===== config.mk =====
export PLATFORM = sky130hd
export DESIGN_NAME = sha1_hash_engine_flat
export DESIGN_NICKNAME = d
export VERILOG_FILES = /design/src/sv/sha1_pkg.sv /design/src/sv/sha1_req_if.sv /design/src/sv/sha1_rsp_if.sv /design/src/sv/sha1_ctrl.sv /design/src/sv/sha1_dp.sv /design/src/sv/sha1_hash_engine.sv /design/src/flat_wrapper.sv
export SDC_FILE = /design/constraint.sdc
export NUM_CORES = 2
export LEC_CHECK = 0
export BUFFER_PORTS_ARGS = -buffer_cell sky130_fd_sc_hd__buf_4
export CORE_UTILIZATION = 55
export CTS_CLUSTER_SIZE = 28
export DETAILED_ROUTE_END_ITERATION = 10
export PLACE_DENSITY = 0.69
export RECOVER_POWER = 25
export SYNTH_ARGS = -nofsm -noshare
export SYNTH_HDL_FRONTEND = slang
export SYNTH_SLANG_ARGS = --single-unit

===== constraint.sdc =====
create_clock -name clock -period 53.6 [get_ports clock]
set_clock_uncertainty 0.1 [all_clocks]
set_input_delay 10.72 -clock clock [delete_from_list [all_inputs] [get_ports clock]]
set_output_delay 10.72 -clock clock [all_outputs]
set_load 0.01 [all_outputs]

===== src/sv/sha1_pkg.sv =====
package sha1_pkg;

   // Initial chaining value, word 0 at index 0.
   localparam logic [4:0][31:0] ChainInit = {
      32'hC3D2E1F0, 32'h10325476, 32'h98BADCFE, 32'hEFCDAB89, 32'h67452301
   };

   localparam logic [31:0] RoundK0 = 32'h5A827999;
   localparam logic [31:0] RoundK1 = 32'h6ED9EBA1;
   localparam logic [31:0] RoundK2 = 32'h8F1BBCDC;
   localparam logic [31:0] RoundK3 = 32'hCA62C1D6;

   localparam logic [7:0] PadMarker = 8'h80;

   localparam int BlockBytes = 64;
   localparam int FillWidth  = $clog2(BlockBytes);
   localparam int LenWidth   = 61;
   localparam int Rounds     = 80;
   localparam int RoundWidth = $clog2(Rounds);

   // Byte offset in the block where the big-endian bit length starts.
   localparam logic [FillWidth-1:0] FillLenStart = FillWidth'(56);
   localparam logic [FillWidth-1:0] FillLast     = FillWidth'(BlockBytes - 1);
   localparam logic [RoundWidth-1:0] RoundLast   = RoundWidth'(Rounds - 1);

   typedef enum logic [3:0] {
      ST_IDLE     = 4'b0001,
      ST_PAD      = 4'b0010,
      ST_COMPRESS = 4'b0100,
      ST_FINALIZE = 4'b1000
   } state_type;

   typedef enum logic [1:0] {
      SRC_DATA,
      SRC_MARK,
      SRC_ZERO,
      SRC_LEN
   } byte_src_type;

   typedef enum logic [1:0] {
      PH_CHOOSE,
      PH_PARITY1,
      PH_MAJORITY,
      PH_PARITY2
   } round_phase_type;

   typedef struct packed {
      logic            shift_en;
      byte_src_type    byte_src;
      logic            count_len;
      logic            round_en;
      round_phase_type phase;
      logic            chain_add;
      logic            digest_load;
   } dp_cmd_type;

   typedef struct packed {
      logic [FillWidth-1:0] fill;
   } dp_status_type;

endpackage


===== src/sv/sha1_req_if.sv =====
interface sha1_req_if;
   logic       valid;
   logic       ready;
   logic [7:0] data_byte;
   logic       byte_present;
   logic       end_of_message;

   modport source (output valid, output data_byte, output byte_present,
                   output end_of_message, input ready);
   modport sink (input valid, input data_byte, input byte_present,
                 input end_of_message, output ready);
endinterface


===== src/sv/sha1_rsp_if.sv =====
interface sha1_rsp_if;
   logic        valid;
   logic        ready;
   logic [31:0] digest_h0;
   logic [31:0] digest_h1;
   logic [31:0] digest_h2;
   logic [31:0] digest_h3;
   logic [31:0] digest_h4;

   modport source (output valid, output digest_h0, output digest_h1, output digest_h2,
                   output digest_h3, output digest_h4, input ready);
   modport sink (input valid, input digest_h0, input digest_h1, input digest_h2,
                 input digest_h3, input digest_h4, output ready);
endinterface


===== src/sv/sha1_ctrl.sv =====
module sha1_ctrl
   import sha1_pkg::*;
(
   input  logic          clock,
   input  logic          reset,
   input  logic          req_valid,
   input  logic          req_present,
   input  logic          req_end,
   output logic          req_ready,
   input  logic          rsp_ready,
   output logic          rsp_valid,
   input  dp_status_type status,
   output dp_cmd_type    cmd
);

   state_type             state_ff, state_in;
   logic [RoundWidth-1:0] round_ff, round_in;
   logic                  pend_end_ff, pend_end_in;
   logic                  mark_done_ff, mark_done_in;
   logic                  len_ok_ff, len_ok_in;
   logic                  final_ff, final_in;
   logic                  rsp_valid_ff, rsp_valid_in;
   logic                  req_fire;
   logic                  out_free;
   logic                  in_len_field;

   assign req_ready    = (state_ff == ST_IDLE);
   assign rsp_valid    = rsp_valid_ff;
   assign req_fire     = req_valid && req_ready;
   assign out_free     = !rsp_valid_ff || rsp_ready;
   assign in_len_field = (status.fill >= FillLenStart);

   always_comb begin
      state_in     = state_ff;
      round_in     = round_ff;
      pend_end_in  = pend_end_ff;
      mark_done_in = mark_done_ff;
      len_ok_in    = len_ok_ff;
      final_in     = final_ff;
      rsp_valid_in = rsp_valid_ff && !rsp_ready;
      cmd          = '0;
      cmd.byte_src = SRC_DATA;
      cmd.phase    = PH_CHOOSE;

      case (state_ff)
         ST_IDLE: begin
            if (req_fire) begin
               cmd.shift_en  = req_present;
               cmd.count_len = req_present;
               pend_end_in   = req_end;
               mark_done_in  = 1'b0;
               len_ok_in     = 1'b0;
               final_in      = 1'b0;
               if (req_present && status.fill == FillLast) begin
                  round_in = '0;
                  state_in = ST_COMPRESS;
               end else if (req_end) begin
                  state_in = ST_PAD;
               end
            end
         end
         ST_PAD: begin
            cmd.shift_en = 1'b1;
            if (!mark_done_ff) begin
               cmd.byte_src = SRC_MARK;
               mark_done_in = 1'b1;
               // The length fits behind the marker in this block.
               len_ok_in    = !in_len_field;
            end else if (len_ok_ff && in_len_field) begin
               cmd.byte_src = SRC_LEN;
            end else begin
               cmd.byte_src = SRC_ZERO;
            end
            if (status.fill == FillLast) begin
               final_in = mark_done_ff && len_ok_ff;
               round_in = '0;
               state_in = ST_COMPRESS;
            end
         end
         ST_COMPRESS: begin
            cmd.round_en = 1'b1;
            if (round_ff < RoundWidth'(20)) begin
               cmd.phase = PH_CHOOSE;
            end else if (round_ff < RoundWidth'(40)) begin
               cmd.phase = PH_PARITY1;
            end else if (round_ff < RoundWidth'(60)) begin
               cmd.phase = PH_MAJORITY;
            end else begin
               cmd.phase = PH_PARITY2;
            end
            round_in = round_ff + RoundWidth'(1);
            if (round_ff == RoundLast) begin
               state_in = ST_FINALIZE;
            end
         end
         ST_FINALIZE: begin
            if (final_ff) begin
               if (out_free) begin
                  cmd.digest_load = 1'b1;
                  rsp_valid_in    = 1'b1;
                  final_in        = 1'b0;
                  pend_end_in     = 1'b0;
                  state_in        = ST_IDLE;
               end
            end else begin
               cmd.chain_add = 1'b1;
               if (mark_done_ff) begin
                  len_ok_in = 1'b1;
                  state_in  = ST_PAD;
               end else if (pend_end_ff) begin
                  state_in = ST_PAD;
               end else begin
                  state_in = ST_IDLE;
               end
            end
         end
         default: begin
            state_in = ST_IDLE;
         end
      endcase
   end

   always_ff @(posedge clock) begin
      if (reset) begin
         state_ff     <= ST_IDLE;
         round_ff     <= '0;
         pend_end_ff  <= 1'b0;
         mark_done_ff <= 1'b0;
         len_ok_ff    <= 1'b0;
         final_ff     <= 1'b0;
         rsp_valid_ff <= 1'b0;
      end else begin
         state_ff     <= state_in;
         round_ff     <= round_in;
         pend_end_ff  <= pend_end_in;
         mark_done_ff <= mark_done_in;
         len_ok_ff    <= len_ok_in;
         final_ff     <= final_in;
         rsp_valid_ff <= rsp_valid_in;
      end
   end

endmodule


===== src/sv/sha1_dp.sv =====
module sha1_dp
   import sha1_pkg::*;
(
   input  logic          clock,
   input  logic          reset,
   input  dp_cmd_type    cmd,
   input  logic [7:0]    data_byte,
   output dp_status_type status,
   output logic [31:0]   digest_h0,
   output logic [31:0]   digest_h1,
   output logic [31:0]   digest_h2,
   output logic [31:0]   digest_h3,
   output logic [31:0]   digest_h4
);

   // The block register doubles as the 16-word schedule window: word 0 sits
   // at the top and the window shifts by one word each round.
   logic [511:0]          block_ff, block_in;
   logic [4:0][31:0]      chain_ff, chain_in;
   logic [4:0][31:0]      work_ff, work_in;
   logic [4:0][31:0]      dig_ff, dig_in;
   logic [FillWidth-1:0]  fill_ff, fill_in;
   logic [LenWidth-1:0]   len_ff, len_in;
   logic [4:0][31:0]      chain_sum;
   logic [63:0]           len_bits;
   logic [2:0]            len_idx;
   logic [7:0]            next_byte;
   logic [31:0]           w0, w2, w8, w13, w_new;
   logic [31:0]           f_val, k_val, t_val, a_rot;

   assign w0  = block_ff[511:480];
   assign w2  = block_ff[447:416];
   assign w8  = block_ff[255:224];
   assign w13 = block_ff[95:64];

   always_comb begin
      w_new = w13 ^ w8 ^ w2 ^ w0;
      w_new = {w_new[30:0], w_new[31]};
   end

   assign len_bits = {len_ff, 3'b000};
   assign len_idx  = 3'd7 - fill_ff[2:0];

   always_comb begin
      case (cmd.byte_src)
         SRC_DATA: next_byte = data_byte;
         SRC_MARK: next_byte = PadMarker;
         SRC_LEN:  next_byte = len_bits[{len_idx, 3'b000} +: 8];
         default:  next_byte = 8'h00;
      endcase
   end

   always_comb begin
      case (cmd.phase)
         PH_CHOOSE: begin
            f_val = (work_ff[1] & work_ff[2]) | (~work_ff[1] & work_ff[3]);
            k_val = RoundK0;
         end
         PH_PARITY1: begin
            f_val = work_ff[1] ^ work_ff[2] ^ work_ff[3];
            k_val = RoundK1;
         end
         PH_MAJORITY: begin
            f_val = (work_ff[1] & work_ff[2]) | (work_ff[1] & work_ff[3]) |
                    (work_ff[2] & work_ff[3]);
            k_val = RoundK2;
         end
         default: begin
            f_val = work_ff[1] ^ work_ff[2] ^ work_ff[3];
            k_val = RoundK3;
         end
      endcase
   end

   assign a_rot = {work_ff[0][26:0], work_ff[0][31:27]};
   assign t_val = a_rot + f_val + work_ff[4] + k_val + w0;

   always_comb begin
      for (int i = 0; i < 5; i++) begin
         chain_sum[i] = chain_ff[i] + work_ff[i];
      end
   end

   // The working words are loaded from the chaining value on every byte
   // shift, so they are fresh when the rounds start, and they hold their
   // value while a finished digest waits for the output register.
   always_comb begin
      block_in = block_ff;
      fill_in  = fill_ff;
      len_in   = len_ff;
      chain_in = chain_ff;
      dig_in   = dig_ff;
      work_in  = work_ff;
      if (cmd.shift_en) begin
         block_in = {block_ff[503:0], next_byte};
         fill_in  = fill_ff + FillWidth'(1);
         work_in  = chain_ff;
      end else if (cmd.round_en) begin
         block_in = {block_ff[479:0], w_new};
      end
      if (cmd.count_len) begin
         len_in = len_ff + LenWidth'(1);
      end
      if (cmd.round_en) begin
         work_in[0] = t_val;
         work_in[1] = work_ff[0];
         work_in[2] = {work_ff[1][1:0], work_ff[1][31:2]};
         work_in[3] = work_ff[2];
         work_in[4] = work_ff[3];
      end
      if (cmd.chain_add) begin
         chain_in = chain_sum;
      end
      if (cmd.digest_load) begin
         dig_in   = chain_sum;
         chain_in = ChainInit;
         len_in   = '0;
      end
   end

   always_ff @(posedge clock) begin
      if (reset) begin
         chain_ff <= ChainInit;
         fill_ff  <= '0;
         len_ff   <= '0;
      end else begin
         chain_ff <= chain_in;
         fill_ff  <= fill_in;
         len_ff   <= len_in;
      end
   end

   always_ff @(posedge clock) begin
      block_ff <= block_in;
      work_ff  <= work_in;
      dig_ff   <= dig_in;
   end

   assign status.fill = fill_ff;
   assign digest_h0   = dig_ff[0];
   assign digest_h1   = dig_ff[1];
   assign digest_h2   = dig_ff[2];
   assign digest_h3   = dig_ff[3];
   assign digest_h4   = dig_ff[4];

endmodule


===== src/sv/sha1_hash_engine.sv =====
// Channel  Direction  Contents
// req_if   in         data_byte, byte_present, end_of_message (one transaction per item)
// rsp_if   out        digest_h0 .. digest_h4 (one transaction per finished message)
//
// The block stays ready for input transactions until its 64-byte block fills or
// a message ends. A full block then runs 80 rounds on the single shared round
// unit and the result is folded into the chaining value before the next byte is
// taken. Finishing a message pads one byte per cycle into the block, then
// compresses it; when the length does not fit, a second padded block follows.
// Reset is synchronous and returns the chaining value, the fill count and the
// length to their initial values; loading a digest resets the chain and length.
// A finished digest waits in its output register while the next message is
// taken in; only the next digest stalls if the previous one has not been taken.
module sha1_hash_engine
   import sha1_pkg::*;
(
   input logic       clock,
   input logic       reset,
   sha1_req_if.sink  req_if,
   sha1_rsp_if.source rsp_if
);

   dp_cmd_type    dp_cmd;
   dp_status_type dp_status;

   // The controller sequences byte intake, padding, rounds and the final fold.
   sha1_ctrl u_sha1_ctrl (
      .clock       (clock),
      .reset       (reset),
      .req_valid   (req_if.valid),
      .req_present (req_if.byte_present),
      .req_end     (req_if.end_of_message),
      .req_ready   (req_if.ready),
      .rsp_ready   (rsp_if.ready),
      .rsp_valid   (rsp_if.valid),
      .status      (dp_status),
      .cmd         (dp_cmd)
   );

   // The datapath holds the block window, the working words, the chaining
   // value, the message length and the digest output register.
   sha1_dp u_sha1_dp (
      .clock     (clock),
      .reset     (reset),
      .cmd       (dp_cmd),
      .data_byte (req_if.data_byte),
      .status    (dp_status),
      .digest_h0 (rsp_if.digest_h0),
      .digest_h1 (rsp_if.digest_h1),
      .digest_h2 (rsp_if.digest_h2),
      .digest_h3 (rsp_if.digest_h3),
      .digest_h4 (rsp_if.digest_h4)
   );

endmodule


===== src/flat_wrapper.sv =====
// flat-port wrapper written by rule: the top's interface ports become plain ports
module sha1_hash_engine_flat import sha1_pkg::*;
  (clock, reset, req_if_valid, req_if_data_byte, req_if_byte_present, req_if_end_of_message, req_if_ready, rsp_if_valid, rsp_if_digest_h0, rsp_if_digest_h1, rsp_if_digest_h2, rsp_if_digest_h3, rsp_if_digest_h4, rsp_if_ready);
  sha1_req_if req_if_i ();
  sha1_rsp_if rsp_if_i ();
  input logic clock;
  input logic reset;
  input wire logic [$bits(req_if_i.valid)-1:0] req_if_valid;
  input wire logic [$bits(req_if_i.data_byte)-1:0] req_if_data_byte;
  input wire logic [$bits(req_if_i.byte_present)-1:0] req_if_byte_present;
  input wire logic [$bits(req_if_i.end_of_message)-1:0] req_if_end_of_message;
  output wire logic [$bits(req_if_i.ready)-1:0] req_if_ready;
  output wire logic [$bits(rsp_if_i.valid)-1:0] rsp_if_valid;
  output wire logic [$bits(rsp_if_i.digest_h0)-1:0] rsp_if_digest_h0;
  output wire logic [$bits(rsp_if_i.digest_h1)-1:0] rsp_if_digest_h1;
  output wire logic [$bits(rsp_if_i.digest_h2)-1:0] rsp_if_digest_h2;
  output wire logic [$bits(rsp_if_i.digest_h3)-1:0] rsp_if_digest_h3;
  output wire logic [$bits(rsp_if_i.digest_h4)-1:0] rsp_if_digest_h4;
  input wire logic [$bits(rsp_if_i.ready)-1:0] rsp_if_ready;
  assign req_if_i.valid = req_if_valid;
  assign req_if_i.data_byte = req_if_data_byte;
  assign req_if_i.byte_present = req_if_byte_present;
  assign req_if_i.end_of_message = req_if_end_of_message;
  assign req_if_ready = req_if_i.ready;
  assign rsp_if_valid = rsp_if_i.valid;
  assign rsp_if_digest_h0 = rsp_if_i.digest_h0;
  assign rsp_if_digest_h1 = rsp_if_i.digest_h1;
  assign rsp_if_digest_h2 = rsp_if_i.digest_h2;
  assign rsp_if_digest_h3 = rsp_if_i.digest_h3;
  assign rsp_if_digest_h4 = rsp_if_i.digest_h4;
  assign rsp_if_i.ready = rsp_if_ready;
  sha1_hash_engine u_core (.clock(clock), .reset(reset), .req_if(req_if_i), .rsp_if(rsp_if_i));
endmodule

==> flow_summary.json <==
{
  "r2r_slack_ns": 43.13,
  "syn-num-nets": 6298,
  "row_count": 117,
  "fin_util": 0.617,
  "cp_top_family": "simple AND/OR/NAND/NOR gates",
  "cp_slowest_stage_delay_ns": 2.31,
  "post-route-period-util": 0.307,
  "vias_per_cell": 5.60,
  "crit_fanout": 82,
  "violations": "capacitance limit, slew limit",
  "synth-edff-count": 832,
  "worstPathRequired_ns": 53.84,
  "synth_top_family_by_area": "simple AND/OR/NAND/NOR gates",
  "hold_viol_final": 0,
  "dieArea_sq_um": 105000,
  "max_freq_mhz": 60.8,
  "muxShareOfSynthArea": 0.00868,
  "wire_per_inst_um": 19.1,
  "cts_setup_buffers": 0,
  "cts_root_buffer": "clkbuf_16",
  "async_flop_share": 0,
  "synthCells": 5958,
  "routed_wl_mm": 143,
  "io_pins": 176,
  "diodes": 0,
  "path_buf_inv": 4,
  "grt_max_degree": 209,
  "synth_adder_area_share": 0.0881,
  "path_cells": "clkbuf_1 -> nand2_1 -> nor2_1 -> nor2_1 -> nand2_1 -> buf_4 -> buf_4 -> buf_4",
  "crit_top_cell": "buf_4",
  "die_h_um": 324,
  "fin_crit_ns": 16.44,
  "drv_slew": 690,
  "ctsHtreeMaxLevel": 3,
  "overflow": 0,
  "synth-compound-area-share": 0.101,
  "areaGrowthSynthToFinish_pct": 10.7,
  "synth-xor-area-share": 0.0506,
  "cts_buffers": 112,
  "core_area_sq_um": 102000,
  "cts_resized": 0,
  "relSlewSlack": -4.67,
  "cts_num_sinks": 1075,
  "syn_area_sq_um": 57000,
  "dr.pass1.iters": 5,
  "postCtsHoldBufs": 0,
  "synth_simple_gate_area_share": 0.185,
  "ir_worst_vdd_mv": 0.0765,
  "start_util": 0.558,
  "ys_ff_latch": 1075,
  "vias": 42100,
  "fin_tns_setup_ns": 0,
  "finalNetCount": 6381,
  "dp.cells": 7295,
  "critPathSlowestCell": "nand2_1",
  "arrival_ns": 16.68,
  "leakage_nw": 26.4,
  "cts_tree": "yes",
  "grt_pass1_wl_mm": 221,
  "syn_avg_cell_area_sq_um": 9.56,
  "clock_latency_ns": 0.71,
  "endpoint_kind": "register",
  "timing.final.setup_violations": 0,
  "drt_drc_violations_left": 0,
  "drt_iter0_markers": 3659,
  "power_density_nw_per_um2": 60.9,
  "yosys_most_used_dff": "edfxtp_1",
  "die_x_um": 324,
  "dp_hpwl_mm": 99.5,
  "drv_cap": 10,
  "clk_pin_slew_worst_paths_ns": 0.07,
  "rsz0062_at_grt": "no",
  "clockBufferDepth": 3,
  "crit_type": "primary input to register",
  "start_kind": "primary input",
  "ant_nets": 0,
  "antenna_found_initial": 1,
  "holdCritPathClass": "register to register",
  "ys.warnings.count": 0,
  "worstMarginPinSlew_ns": 8.51,
  "nFillCells": 8681,
  "grt_util_all_layers": 0.271,
  "port_buffers": 175,
  "gp_congestion": 0.946,
  "status": "finished, violations left",
  "ys_seq_area_frac": 0.524,
  "finalNonFillerCells": 7507,
  "ys_types": 73,
  "grt_pass1_vias": 39700,
  "drive_above_1_share": 0.0663
}
worst reg2reg max path: stages, from the launching register on:
cell and delay (ns):
dfxtp_1 0.42, nor4b_1 0.27, clkbuf_1 1.43, o21ai_0 0.28
clkbuf_1 0.35, inv_1 0.19, ha_1 0.43, clkbuf_1 1.45
a221oi_1 0.32, a21o_1 0.29, fa_1 0.62, fa_1 0.48
fa_1 0.51, inv_1 0.04, ha_1 0.26, inv_1 0.09
fa_1 0.20, nor2b_1 0.06, o31a_1 0.27, o31a_1 0.26
o31ai_1 0.42, a211oi_1 0.22, o2111ai_1 0.30, a31oi_1 0.20
o21a_1 0.22, nor3_1 0.14, o31ai_1 0.11
per-stage QoR:
stage,total power [mW],hold slack (ns),area [sq um],setup slack (ns)
2_1_floorplan,2.74,0.348,57000,26.05
3_3_place_gp,3.01,0.361,59500,38.51
3_5_place_dp,3.04,0.365,59500,38.47
4_1_cts,3.84,0.377,63200,39.22
5_1_grt,4.10,0.399,63100,36.66
6_report,3.84,0.379,63100,37.16
cells by family (layout without fill, tap and decap cells):
kind of cell | Yosys count | count (layout)
and+or+nand+nor | 2600 | 2600
DFF | 1075 | 1075
AOI/OAI and AO/OA | 944 | 944
buffers and inverters | 651 | 832
xor gates and xnor gates | 329 | 329
adders and majority gates | 326 | 326
muxes | 33 | 33
where the power goes:
part / switching (mW) / internal, mW / total [mW]
clock network: 0.336 / 0.450 / 0.786
logic: 1.05 / 0.604 / 1.65
registers: 0.147 / 1.26 / 1.40
state kept, by name, summed over array words and instances (netlist names), 4 cells and up:
signal / flops
u_core.u_sha1_dp.digest_h4: 32
u_core.u_sha1_dp.digest_h2: 32
u_core.u_sha1_ctrl.state_ff: 4
u_core.u_sha1_dp.status: 6
u_core.u_sha1_dp.a_rot: 32
u_core.u_sha1_dp.chain_ff: 160
u_core.u_sha1_dp.digest_h3: 32
u_core.u_sha1_dp.digest_h0: 32
u_core.u_sha1_dp.work_ff: 128
u_core.u_sha1_dp.len_ff: 61
u_core.u_sha1_dp.digest_h1: 32
u_core.u_sha1_ctrl.round_ff: 7
u_core.u_sha1_dp.block_ff: 512
area by class of cell:
cell class              count  area (sq um)  area share
clock buffers             152          3070      0.0486
flip-flops and latches   1075         29800       0.473
well taps                1368          1710      0.0271
inverters                 407          1530      0.0242
clock inverters            60           623     0.00988
multi-input cells        4232         24700       0.392
repair buffers            213          1590      0.0252
layer usage:
metal  global-route usage  routed length, um  vias to the layer above
met4                0.132               7150                        0
met5                    0                  0                        -
met1                0.363              60200                    20300
li1                     -                  -                    20300
met2                0.438              67200                     1259
met3               0.0349               8480                      276
worst paths after layout:
path / start / endpoint / cells past startpoint
setup reg to reg: u_core.u_sha1_ctrl.state_ff[2] / u_core.u_sha1_dp.a_rot[2] / 26
hold reg to reg: u_core.u_sha1_dp.chain_ff[17] / u_core.u_sha1_dp.chain_ff[17] / 2
hold / removal: u_core.u_sha1_dp.chain_ff[17] / u_core.u_sha1_dp.chain_ff[17] / 2
setup / recovery: req_if_valid / u_core.u_sha1_dp.work_ff[112] / 8
synth_stat cells (24+ instances only):
master | count | area, sq um
nand2_1 | 2020 | 7580
edfxtp_1 | 832 | 25000
inv_1 | 407 | 1530
o21ai_0 | 334 | 1670
a21oi_1 | 248 | 1240
dfxtp_1 | 243 | 4860
nor2_1 | 235 | 882
xnor2_1 | 232 | 2030
clkbuf_1 | 220 | 826
ha_1 | 201 | 2510
fa_1 | 125 | 2500
a21o_1 | 110 | 826
nand3_1 | 109 | 546
xor2_1 | 97 | 850
nor3_1 | 39 | 195
a221oi_1 | 35 | 307
o21a_1 | 35 | 263
a211oi_1 | 28 | 210
and3_1 | 28 | 175
nand4_1 | 27 | 169
nor2b_1 | 27 | 169
or3_1 | 25 | 156
o21bai_1 | 24 | 180
cell usage in the layout (no fill, tap or decap), types with 41 or more instances in the layout:
master	synthesis	routed
inv_1	407	407
nand3_1	109	109
edfxtp_1	832	832
ha_1	201	201
fa_1	125	125
o21ai_0	334	335
nor2_1	235	232
dfxtp_1	243	243
clkbuf_1	220	41
nand2_1	2020	2020
a21o_1	110	110
clkbuf_16	0	114
a21oi_1	248	248
xor2_1	97	97
buf_4	1	200
xnor2_1	232	232
Power figures use the tool's default switching activity.
